**config.mk**
```make
export PLATFORM = sky130hd
export DESIGN_NAME = fan_duty_curve_with_hysteresis_unit
export DESIGN_NICKNAME = d
export VERILOG_FILES = /design/src/rtl/core/fdch_pkg.sv /design/src/rtl/core/fan_duty_curve_with_hysteresis_unit.sv
export SDC_FILE = /design/constraint.sdc
export NUM_CORES = 1
export LEC_CHECK = 0
export BUFFER_PORTS_ARGS = -buffer_cell sky130_fd_sc_hd__buf_2
export CAP_MARGIN = 20
export CORE_MARGIN = 3
export CORE_UTILIZATION = 40
export CTS_BUF_LIST = sky130_fd_sc_hd__clkbuf_8
export CTS_CLUSTER_SIZE = 24
export DETAILED_ROUTE_END_ITERATION = 8
export PLACE_DENSITY = 0.55
export SLEW_MARGIN = 40
export SYNTH_ARGS = -nofsm -noshare
export SYNTH_HDL_FRONTEND = slang
export SYNTH_SLANG_ARGS = --single-unit
export TNS_END_PERCENT = 5
```
**constraint.sdc**
```tcl
create_clock -name clk_i -period 5.1 [get_ports clk_i]
set_clock_uncertainty 0.05 [all_clocks]
set_input_delay 0.255 -clock clk_i [delete_from_list [all_inputs] [get_ports clk_i]]
set_output_delay 0.255 -clock clk_i [all_outputs]
set_load 0.05 [all_outputs]
```
**src/rtl/core/fdch_pkg.sv**
```systemverilog
// Shared types and constants for the fan duty curve unit.
`default_nettype none

package fdch_pkg;

  // Register index field of the configuration port
  localparam int CfgIdxBits = 3;

  // Register indexes
  typedef enum logic [CfgIdxBits-1:0] {
    CFG_TEMP_START  = 3'd0,
    CFG_TEMP_FULL   = 3'd1,
    CFG_HYSTERESIS  = 3'd2,
    CFG_MIN_DUTY    = 3'd3,
    CFG_MAX_DUTY    = 3'd4,
    CFG_UPDATE_TOL  = 3'd5,
    CFG_MANUAL_OVR  = 3'd6
  } cfg_idx_e;

  // Fixed field widths
  localparam int HystBits = 12;
  localparam int PctBits  = 7;

  // Percentage limit
  localparam logic [PctBits-1:0] PctFull = 7'd100;

  // Reset values of the registers
  localparam int TempStartRst = 640;
  localparam int TempFullRst  = 960;
  localparam int HystRst      = 32;
  localparam int MinDutyRst   = 300;
  localparam int MaxDutyRst   = 1023;
  localparam int UpdTolRst    = 10;

endpackage

`default_nettype wire

```
**src/rtl/core/fan_duty_curve_with_hysteresis_unit.sv**
```systemverilog
// Fan duty curve with hysteresis: bit-serial ramp multiply and divide, duty percentage.
// A ramp request runs TEMP_BITS-1 shift-add multiply steps and DUTY_BITS restoring divide
// steps; the percentage takes up to 7 more divide steps on the same shared divider.
// One request in flight at a time; the next is taken the cycle after the result enters the
// output register, which waits while the output is stalled. Reset (async, active low) loads
// defaults, fan off.
`default_nettype none

module fan_duty_curve_with_hysteresis_unit #(
  parameter int DUTY_BITS = 10,
  parameter int TEMP_BITS = 16,
  localparam int TrBits   = TEMP_BITS - 1,
  localparam int CfgBits  = (TrBits > fdch_pkg::HystBits)
                            ? ((TrBits > DUTY_BITS) ? TrBits : DUTY_BITS)
                            : ((fdch_pkg::HystBits > DUTY_BITS) ? fdch_pkg::HystBits
                                                                : DUTY_BITS)
) (
  input  wire                                clk_i,
  input  wire                                rst_ni,
  // configuration writes
  input  wire                                cfg_valid_i,
  output logic                               cfg_ready_o,
  input  wire  [fdch_pkg::CfgIdxBits-1:0]    cfg_index_i,
  input  wire  [CfgBits-1:0]                 cfg_data_i,
  // sample requests
  input  wire                                in_valid_i,
  output logic                               in_stall_o,
  input  wire  signed [TEMP_BITS-1:0]        temperature_i,
  input  wire                                sensor_fault_i,
  // results
  output logic                               out_valid_o,
  input  wire                                out_stall_i,
  output logic [DUTY_BITS-1:0]               fan_duty_o,
  output logic [fdch_pkg::PctBits-1:0]       duty_percent_o,
  output logic                               duty_changed_o,
  output logic                               sensor_error_o
);

  localparam int DivBits = (TrBits > DUTY_BITS) ? TrBits : DUTY_BITS;
  localparam int ProdBits = DivBits + DUTY_BITS;
  localparam int QuoBits = (DUTY_BITS > fdch_pkg::PctBits) ? DUTY_BITS : fdch_pkg::PctBits;
  localparam int TgtBits = DUTY_BITS + 2;
  localparam int DltBits = DUTY_BITS + 3;
  localparam int CmpBits = ((TEMP_BITS > fdch_pkg::HystBits + 1) ? TEMP_BITS
                                                                 : fdch_pkg::HystBits + 1) + 1;
  localparam int StepMax = (DivBits > fdch_pkg::PctBits) ? DivBits : fdch_pkg::PctBits;
  localparam int CntBits = $clog2(StepMax + 1);

  typedef enum logic [2:0] {
    ST_IDLE,
    ST_DECIDE,
    ST_MUL,
    ST_DIV,
    ST_RAMP,
    ST_APPLY,
    ST_PCT,
    ST_DONE
  } state_e;

  state_e state_q;

  // configuration registers
  logic [TrBits-1:0]             temp_start_q;
  logic [TrBits-1:0]             temp_full_q;
  logic [fdch_pkg::HystBits-1:0] hyst_q;
  logic [DUTY_BITS-1:0]          min_duty_q;
  logic [DUTY_BITS-1:0]          max_duty_q;
  logic [DUTY_BITS-1:0]          upd_tol_q;
  logic                          manual_ovr_q;

  // duty state and request
  logic [DUTY_BITS-1:0]          cur_duty_q;
  logic signed [TEMP_BITS-1:0]   temp_q;
  logic                          fault_q;
  logic                          err_q;
  logic                          changed_q;
  logic                          neg_q;
  logic                          pct_mode_q;
  logic signed [TgtBits-1:0]     target_q;
  logic [fdch_pkg::PctBits-1:0]  pct_res_q;

  // serial datapath
  logic [ProdBits-1:0]           rem_q;
  logic [ProdBits-1:0]           mcand_q;
  logic [ProdBits-1:0]           sdiv_q;
  logic [TrBits-1:0]             mplier_q;
  logic [QuoBits-1:0]            quo_q;
  logic [CntBits-1:0]            cnt_q;

  // output register
  logic                          out_valid_q;
  logic [DUTY_BITS-1:0]          fan_duty_q;
  logic [fdch_pkg::PctBits-1:0]  pct_q;
  logic                          out_changed_q;
  logic                          out_err_q;

  assign cfg_ready_o    = 1'b1;
  assign in_stall_o     = (state_q != ST_IDLE);
  assign out_valid_o    = out_valid_q;
  assign fan_duty_o     = fan_duty_q;
  assign duty_percent_o = pct_q;
  assign duty_changed_o = out_changed_q;
  assign sensor_error_o = out_err_q;

  // decision compares on the held sample
  logic signed [CmpBits-1:0] temp_x;
  logic signed [CmpBits-1:0] off_x;
  logic                      below_off;
  logic                      at_full;
  logic                      at_start;
  logic                      duty_neg;
  logic [DUTY_BITS-1:0]      duty_mag;
  logic [TrBits-1:0]         temp_ofs;
  logic [TrBits-1:0]         ramp_range;

  assign temp_x     = CmpBits'(temp_q);
  assign off_x      = $signed(CmpBits'(temp_start_q)) - $signed(CmpBits'(hyst_q));
  assign below_off  = (temp_x < off_x);
  assign at_full    = (temp_q[TrBits-1:0] >= temp_full_q);
  assign at_start   = (temp_q[TrBits-1:0] >= temp_start_q);
  assign duty_neg   = (max_duty_q < min_duty_q);
  assign duty_mag   = duty_neg ? (min_duty_q - max_duty_q) : (max_duty_q - min_duty_q);
  assign temp_ofs   = temp_q[TrBits-1:0] - temp_start_q;
  assign ramp_range = temp_full_q - temp_start_q;

  // one shift-add step and one restoring divide step
  logic [ProdBits-1:0] acc_d;
  logic                div_ge;
  logic [ProdBits-1:0] rem_sub;
  logic [QuoBits-1:0]  quo_d;

  assign acc_d   = rem_q + (mplier_q[0] ? mcand_q : '0);
  assign div_ge  = (rem_q >= sdiv_q);
  assign rem_sub = rem_q - sdiv_q;
  assign quo_d   = {quo_q[QuoBits-2:0], div_ge};

  // ramp target from the quotient
  logic signed [TgtBits-1:0] quo_x;
  logic signed [TgtBits-1:0] ramp_tgt;

  assign quo_x    = $signed(TgtBits'(quo_q[DUTY_BITS-1:0]));
  assign ramp_tgt = $signed(TgtBits'(min_duty_q)) + (neg_q ? -quo_x : quo_x);

  // apply rule
  logic signed [DltBits-1:0] cur_x;
  logic signed [DltBits-1:0] max_x;
  logic signed [DltBits-1:0] tgt_x;
  logic signed [DltBits-1:0] dlt;
  logic [DltBits-1:0]        dlt_abs;
  logic                      take;
  logic [DUTY_BITS-1:0]      clamp_d;
  logic [DUTY_BITS-1:0]      cur_d;

  assign cur_x   = $signed(DltBits'(cur_duty_q));
  assign max_x   = $signed(DltBits'(max_duty_q));
  assign tgt_x   = DltBits'(target_q);
  assign dlt     = tgt_x - cur_x;
  assign dlt_abs = dlt[DltBits-1] ? DltBits'(-dlt) : DltBits'(dlt);
  assign take    = (dlt_abs >= DltBits'(upd_tol_q)) || (tgt_x == '0) ||
                   (tgt_x == max_x) || err_q;

  always_comb begin
    if (tgt_x < $signed(DltBits'(0))) begin
      clamp_d = '0;
    end else if (tgt_x > max_x) begin
      clamp_d = max_duty_q;
    end else begin
      clamp_d = target_q[DUTY_BITS-1:0];
    end
    cur_d = (take && (tgt_x != cur_x)) ? clamp_d : cur_duty_q;
  end

  // duty times 100 as shifts
  logic [ProdBits-1:0] cur_p;
  logic [ProdBits-1:0] pct_num;

  assign cur_p   = ProdBits'(cur_duty_q);
  assign pct_num = (cur_p << 6) + (cur_p << 5) + (cur_p << 2);

  logic out_free;
  assign out_free = !out_valid_q || !out_stall_i;

  // configuration registers
  always_ff @(posedge clk_i or negedge rst_ni) begin
    if (!rst_ni) begin
      temp_start_q <= TrBits'(fdch_pkg::TempStartRst);
      temp_full_q  <= TrBits'(fdch_pkg::TempFullRst);
      hyst_q       <= fdch_pkg::HystBits'(fdch_pkg::HystRst);
      min_duty_q   <= DUTY_BITS'(fdch_pkg::MinDutyRst);
      max_duty_q   <= DUTY_BITS'(fdch_pkg::MaxDutyRst);
      upd_tol_q    <= DUTY_BITS'(fdch_pkg::UpdTolRst);
      manual_ovr_q <= 1'b0;
    end else if (cfg_valid_i && cfg_ready_o) begin
      case (cfg_index_i)
        fdch_pkg::CFG_TEMP_START: temp_start_q <= cfg_data_i[TrBits-1:0];
        fdch_pkg::CFG_TEMP_FULL:  temp_full_q  <= cfg_data_i[TrBits-1:0];
        fdch_pkg::CFG_HYSTERESIS: hyst_q       <= cfg_data_i[fdch_pkg::HystBits-1:0];
        fdch_pkg::CFG_MIN_DUTY:   min_duty_q   <= cfg_data_i[DUTY_BITS-1:0];
        fdch_pkg::CFG_MAX_DUTY:   max_duty_q   <= cfg_data_i[DUTY_BITS-1:0];
        fdch_pkg::CFG_UPDATE_TOL: upd_tol_q    <= cfg_data_i[DUTY_BITS-1:0];
        fdch_pkg::CFG_MANUAL_OVR: manual_ovr_q <= cfg_data_i[0];
        default: ;
      endcase
    end
  end

  // sequencer, serial datapath and output register
  always_ff @(posedge clk_i or negedge rst_ni) begin
    if (!rst_ni) begin
      state_q       <= ST_IDLE;
      cur_duty_q    <= '0;
      out_valid_q   <= 1'b0;
      temp_q        <= '0;
      fault_q       <= 1'b0;
      err_q         <= 1'b0;
      changed_q     <= 1'b0;
      neg_q         <= 1'b0;
      pct_mode_q    <= 1'b0;
      target_q      <= '0;
      pct_res_q     <= '0;
      rem_q         <= '0;
      mcand_q       <= '0;
      sdiv_q        <= '0;
      mplier_q      <= '0;
      quo_q         <= '0;
      cnt_q         <= '0;
      fan_duty_q    <= '0;
      pct_q         <= '0;
      out_changed_q <= 1'b0;
      out_err_q     <= 1'b0;
    end else begin
      // result leaves
      if (out_valid_q && !out_stall_i) begin
        out_valid_q <= 1'b0;
      end

      case (state_q)
        ST_IDLE: begin
          if (in_valid_i) begin
            temp_q  <= temperature_i;
            fault_q <= sensor_fault_i;
            state_q <= ST_DECIDE;
          end
        end

        // pick the duty request
        ST_DECIDE: begin
          err_q <= 1'b0;
          state_q <= ST_APPLY;
          if (manual_ovr_q) begin
            target_q <= $signed(TgtBits'(max_duty_q));
          end else if (fault_q || temp_q[TEMP_BITS-1]) begin
            target_q <= $signed(TgtBits'(max_duty_q));
            err_q    <= 1'b1;
          end else if (below_off) begin
            target_q <= '0;
          end else if (at_full) begin
            target_q <= $signed(TgtBits'(max_duty_q));
          end else if (at_start) begin
            neg_q      <= duty_neg;
            mplier_q   <= temp_ofs;
            mcand_q    <= ProdBits'(duty_mag);
            rem_q      <= '0;
            sdiv_q     <= ProdBits'(ramp_range) << (DUTY_BITS - 1);
            quo_q      <= '0;
            cnt_q      <= CntBits'(TrBits);
            pct_mode_q <= 1'b0;
            state_q    <= ST_MUL;
          end else begin
            target_q <= $signed(TgtBits'(cur_duty_q));
          end
        end

        // offset times duty span, one multiplier bit a cycle
        ST_MUL: begin
          rem_q    <= acc_d;
          mcand_q  <= mcand_q << 1;
          mplier_q <= mplier_q >> 1;
          cnt_q    <= cnt_q - 1'b1;
          if (cnt_q == CntBits'(1)) begin
            cnt_q   <= CntBits'(DUTY_BITS);
            state_q <= ST_DIV;
          end
        end

        // shared restoring divider, one quotient bit a cycle
        ST_DIV: begin
          if (div_ge) begin
            rem_q <= rem_sub;
          end
          quo_q  <= quo_d;
          sdiv_q <= sdiv_q >> 1;
          cnt_q  <= cnt_q - 1'b1;
          if (cnt_q == CntBits'(1)) begin
            if (pct_mode_q) begin
              pct_res_q <= quo_d[fdch_pkg::PctBits-1:0];
              state_q   <= ST_DONE;
            end else begin
              state_q <= ST_RAMP;
            end
          end
        end

        ST_RAMP: begin
          target_q <= ramp_tgt;
          state_q  <= ST_APPLY;
        end

        // tolerance check and clamp
        ST_APPLY: begin
          cur_duty_q <= cur_d;
          changed_q  <= (cur_d != cur_duty_q);
          state_q    <= ST_PCT;
        end

        // percentage: trivial cases direct, else divide
        ST_PCT: begin
          if (cur_duty_q == '0) begin
            pct_res_q <= '0;
            state_q   <= ST_DONE;
          end else if (cur_duty_q >= max_duty_q) begin
            pct_res_q <= fdch_pkg::PctFull;
            state_q   <= ST_DONE;
          end else begin
            rem_q      <= pct_num;
            sdiv_q     <= ProdBits'(max_duty_q) << (fdch_pkg::PctBits - 1);
            quo_q      <= '0;
            cnt_q      <= CntBits'(fdch_pkg::PctBits);
            pct_mode_q <= 1'b1;
            state_q    <= ST_DIV;
          end
        end

        ST_DONE: begin
          if (out_free) begin
            out_valid_q   <= 1'b1;
            fan_duty_q    <= cur_duty_q;
            pct_q         <= pct_res_q;
            out_changed_q <= changed_q;
            out_err_q     <= err_q;
            state_q       <= ST_IDLE;
          end
        end

        default: state_q <= ST_IDLE;
      endcase
    end
  end

endmodule

`default_nettype wire
```
* Word-level counts from Yosys, hierarchy flattened *
Index checks and enable logic that the tools add are counted.

storage, ports and cells
  output and inout bits = 22
  RAM bits = 0
  memories = 0
  bits in registers = 250
  latch bits = 0
  word-level logic and storage cells = 215
  bits of input ports = 40
  ROM bits = 0

operators by class
  muxes and demuxes = 90
  divide/modulo/power cells = 0
  reduce and logical (&&, ||, !) cells = 38
  add/subtract/negate cells = 14
  magnitude comparators = 9
  equality and inequality tests = 32
  multiply operators = 0
  shifts and indexed selects = 0
  bitwise gates (word level) = 4

operators by type and width
  operator            number
  $mux 25             21
  $mux 10             11
  $pmux 25 s4         1
  $mux 15             5
  $pmux 25 s3         1
  $mux 12             6
  $pmux 25 s2         1
  $mux 3              11
  $mux 4              8
  $ge 15x15->1        2
  $pmux 10 s3         1
  $pmux 15 s2         1
  $sub 15x15->15      2
  $mux 7              4
  $ne 2x2->1 const B  13
  $add 25x25->25      1
  $ge 25x25->1        1
  $sub 25x25->25      1
  $pmux 12 s2         1
  $pmux 3 s8          1
  $reduce_and 8->1    3
  $eq 3x3->1 const B  7
  $reduce_and 2->1    10
  $sub 10x10->10      2
  other kinds (41)    72

* Longest topological paths before layout *
  word-level depth = 10
  mapped depth = 25

* Worst setup path before layout *
OpenSTA, ideal clock, no wires.

  path kind = reg-to-reg
  from = register temp_start_q[1]
  to = register rem_q[17]
  cell stages (with the launch flop) = 22
  slack = 0.212 ns
  library setup time = 0.125 ns
  data required time = 4.925 ns
  arrival time = 4.713 ns
  cells stage by stage = dfrtp_1 -> ha_1 -> nor2b_1 -> o21ai_0 -> a21boi_0 -> o21ai_0 -> a21oi_1 -> o21a_1 -> o31ai_1 -> a31oi_1 -> or3_1 -> ha_1 -> nand4_1 -> nor3_1 -> o21ai_0 -> o2111a_1 -> nor4_2 -> a31oi_1 -> o2bb2ai_2 -> o21a_1 -> buf_4 -> mux2_2

on the way
  word-level cells in the longest chain between the ends = 4
  elaborated cells between the ends (all ways) = 6

RTL lines
  what                                   RTL line                                    source
  start, declared                        fan_duty_curve_with_hysteresis_unit.sv:63   logic [TrBits-1:0] temp_start_q;
  start signal, assigned                 fan_duty_curve_with_hysteresis_unit.sv:186  temp_start_q <= TrBits'(fdch_pkg::TempStartRst);
  start signal, assigned                 fan_duty_curve_with_hysteresis_unit.sv:195  fdch_pkg::CFG_TEMP_START: temp_start_q <= cfg_data_i[TrBits-1:0];
  $sub 15x12->16                         fan_duty_curve_with_hysteresis_unit.sv:117  assign off_x = $signed(CmpBits'(temp_start_q)) - $signed(CmpBits'(hyst_q));
  $lt 16x16->1                           fan_duty_curve_with_hysteresis_unit.sv:118  assign below_off = (temp_x < off_x);
  $ne 2x2->1 (no source line)            --
  $reduce_and 9->1 (no source line) (*)  --
  end signal, assigned                   fan_duty_curve_with_hysteresis_unit.sv:289  rem_q <= rem_sub;
  end signal, assigned                   fan_duty_curve_with_hysteresis_unit.sv:325  rem_q <= pct_num;
  end, declared                          fan_duty_curve_with_hysteresis_unit.sv:83   logic [ProdBits-1:0] rem_q;

Mark *: on every way between the ends. The rest lies on a longest branch, timed or not.
A chain may end at the register's enable or synchronous reset.

* Worst setup path after layout *
  from = register temp_start_q[0]
  to = register rem_q[14]

Same word-level chain as after synthesis.

==> results_dict.tcl <==
set metrics [dict create \
    vias 16752 \
    hpwl_um 45590 \
    reg2regPathDepth 25 \
    slew-limit-headroom 0.4356 \
    yosys.area.top_type "dfrtp_1" \
    core-area_um2 47950 \
    place.gp.congestion 0.8805 \
    drt.antenna.violating_nets 0 \
    seqCellArea_um2 6262 \
    grt_pass1_vias 16529 \
    async_reset_ff_frac 1.000 \
    yosysWarningCount 0 \
    worst-r2r-setup-slack_ns 0.31 \
    slowest_delay_ns 0.38 \
    wl_per_cell_um 20.11 \
    yosysMostFrequentCell "nand2_1" \
    drt_wl_total_um 60070 \
    cp_slowest_cell "dfrtp_1" \
    placed_cells 2856 \
    fillers 4649 \
    ys_top_cells_by_count "nand2_1 (241), dfrtp_1 (226), ha_1 (211)" \
    p_per_area_nw_per_um2 727.8 \
    grt_util_all_layers 0.2357 \
    dp_slack_ns -0.08876 \
    post-route-util 0.4616 \
    firstDrtPassIters 5 \
    fp.dieH_um 226.6 \
    endpoint_kind "flop" \
    hold_viol 0 \
    arrival_ns 5.23 \
    synth_area_per_cell_um2 8.778 \
    syn_nets 2484 \
    synth_cell_types 83 \
    netlist_area_um2 19460 \
    drtIter0Drc 1116 \
    setup_viol 0 \
    ctsHtreeMaxLevel 2 \
    synth_edf_count 0 \
    critPathKind "reg2reg" \
    area_delta_synth_final_pct 13.72 \
    root_buffer "clkbuf_8" \
    fin_crit_sh 0.9391 \
    r2r-start "temp_start_q[0]$_DFFE_PN0P_" \
    r2r_end "rem_q[14]$_DFFE_PN0P_" \
    cts_tree "built" \
    synthTopCellsByArea "dfrtp_1 (29%), ha_1 (14%), o21ai_0 (5.1%), nand2_1 (4.6%), xnor2_1 (3.7%)" \
    grt_overflow 0 \
    endpoint "rem_q[14]$_DFFE_PN0P_" \
    io_pins 62 \
    clk_pin_slew_ns 0.06 \
    num_antenna_cells 0 \
    worst_slew_pin_slew_ns 0.8378 \
    max-cap-violations 0 \
    startpoint "temp_start_q[0]$_DFFE_PN0P_" \
    die_x_um 226.6 \
    drc 0 \
    cp-start-kind "flop" \
    layout.nets 2600 \
    rows 80 \
    worst_hold_slack_ns 0.1770 \
    setup_ws_ns 0.3107 \
    maxSlewViolCount 0 \
    synth_top_area_share 0.2906 \
    required_ns 5.54 \
    antenna_found_initial 0 \
    cts_max_path_buffers 3 \
    port_buffers 60 \
    detail_route.vias_per_cell 5.608 \
    hp-class "in2async" \
    grt_pass1_wl_um 94270 \
    cts_buffers 49 \
    multi_input_area_um2 12330 \
    start_util 0.4059 \
    ys_seq_elements 249 \
    ys_seq_area_frac 0.3217 \
    stdcell_count 2987 \
    die_area_um2 51340 \
    syn_inst 2217 \
    max_clock_freq_mhz 208.8 \
    cts.sinks 249 \
    drive_gt1_frac 0.1315 \
    peakVddDrop_v 0.0003069 \
    clkLatencyLatePin_ns 0.62 \
    fin_crit_ns 4.789 \
    leakage_nw 10.32 \
    grt_max_degree 108 \
    cp_max_fo 9 \
    synth-main-ff-cell "dfrtp_1" \
    status "finished, final reports clean" \
]
[critical path, delay by kind of cell, from the launching register on]
family / cells / cell delay [ns]
multiplexers: 1 / 0.33
buffers and inverters: 4 / 0.50
AND/OR/NAND/NOR: 4 / 0.61
AO/OA/AOI/OAI: 12 / 1.80
XOR/XNOR: 1 / 0.13
flip-flops: 1 / 0.38
adder cells (fa/ha/maj): 3 / 0.85
[where the power goes]
group | switching (mW) | leakage, nW | internal [mW]
Combinational | 6.24 | 6.63 | 4.39
Clock | 0.925 | 0.593 | 1.13
Sequential | 0.746 | 3.09 | 2.68
[sequential cells by signal, summed over array words and instances, names as in the netlist, 3 cells and up]
| register | count |
|---|---|
| duty_percent_o | 7 |
| min_duty_q | 10 |
| mcand_q | 25 |
| state_q | 3 |
| sdiv_q | 24 |
| pct_res_q | 7 |
| upd_tol_q | 10 |
| temp_full_q | 15 |
| hyst_q | 12 |
| fan_duty_o | 10 |
| temp_q | 16 |
| target_q | 12 |
| max_duty_q | 10 |
| rem_q | 25 |
| temp_start_q | 15 |
| cur_duty_q | 10 |
| quo_q | 10 |
| mplier_q | 15 |
| cnt_q | 4 |
[cell type report]
type,count,area share
Tap cell,615,0.03477
Timing Repair Buffer,151,0.05246
Clock inverter,29,0.006671
Inverter,165,0.02799
Clock buffer,61,0.03794
Multi-Input combinational cell,1717,0.5572
Sequential cell,249,0.2830
[stage by stage]
stage                     power [mW]  TNS [ns]  area [µm²]
final                          16.11         0       22130
after global routing           17.55  -0.03256       22130
after CTS                      16.09         0       22070
after detailed placement       13.88    -1.071       20690
after global placement         13.72   -0.8363       20670
after floorplan                10.84         0       19460
[worst min-delay path by stage]
stage,endpoint
6_report,hyst_q[10]$_DFFE_PN0P_
5_1_grt,temp_start_q[10]$_DFFE_PN0P_
4_1_cts,temp_start_q[10]$_DFFE_PN0P_
3_5_place_dp,temp_start_q[10]$_DFFE_PN0P_
3_3_place_gp,hyst_q[11]$_DFFE_PN0P_
2_1_floorplan,changed_q$_DFFE_PN0P_
[timing repair]
action,in CTS,in global routing
hold endpoints to repair,172,0
hold buffers,39,0
buffers inserted,0,2
pin swaps,0,9
endpoints found under the setup margin,18,124
gates resized for setup,3,13
[routing by layer]
layer  vias up  global-route usage  part of all wire
li1       8162                   -                 -
met1      8079              0.3130              0.45
met2       401              0.3932              0.47
met3       110             0.03871             0.050
met4         0             0.07558             0.029
met5         -                   0                 0
[cell families (layout without fill, tap and decap cells)]
| kind of cell | after synthesis | in the layout | share of synthesized area |
|---|---|---|---|
| compound gates | 634 | 634 | 0.2080 |
| simple gates | 627 | 627 | 0.1527 |
| buf+inv | 251 | 406 | 0.04950 |
| flops | 249 | 249 | 0.3217 |
| fa+ha+maj | 227 | 227 | 0.1521 |
| xor+xnor | 116 | 116 | 0.05221 |
| mux | 112 | 112 | 0.06365 |
| other cells | 1 | 1 | 0.0001927 |
[layout by cell type (no fill, tap or decap), types with 11 or more instances in the layout]
cell	Yosys	routed
nand2b_1	27	26
nand3_1	34	34
dfrtp_1	226	224
a221oi_1	11	11
a22o_1	20	19
mux2i_1	45	45
mux2_2	58	58
and2_1	31	31
o211ai_1	18	18
xor2_1	34	34
nor2b_1	28	28
a211oi_1	16	16
a21o_1	45	45
o22ai_1	13	13
and3_1	15	14
a21oi_1	140	139
nand2_1	241	241
dlygate4sd3_1	0	39
buf_2	2	59
nor2_1	123	121
or2_2	11	11
clkbuf_8	0	61
o21ai_0	198	194
o21bai_1	15	15
ha_1	211	210
or3_1	17	17
buf_4	3	45
o21a_1	25	24
o31ai_1	13	12
nand4_1	16	16
xnor2_1	82	82
dfstp_2	23	23
nor3_1	46	42
a31oi_1	24	23
inv_1	165	186
fa_1	16	15
Note: power is estimated with default switching activity, not from simulation.
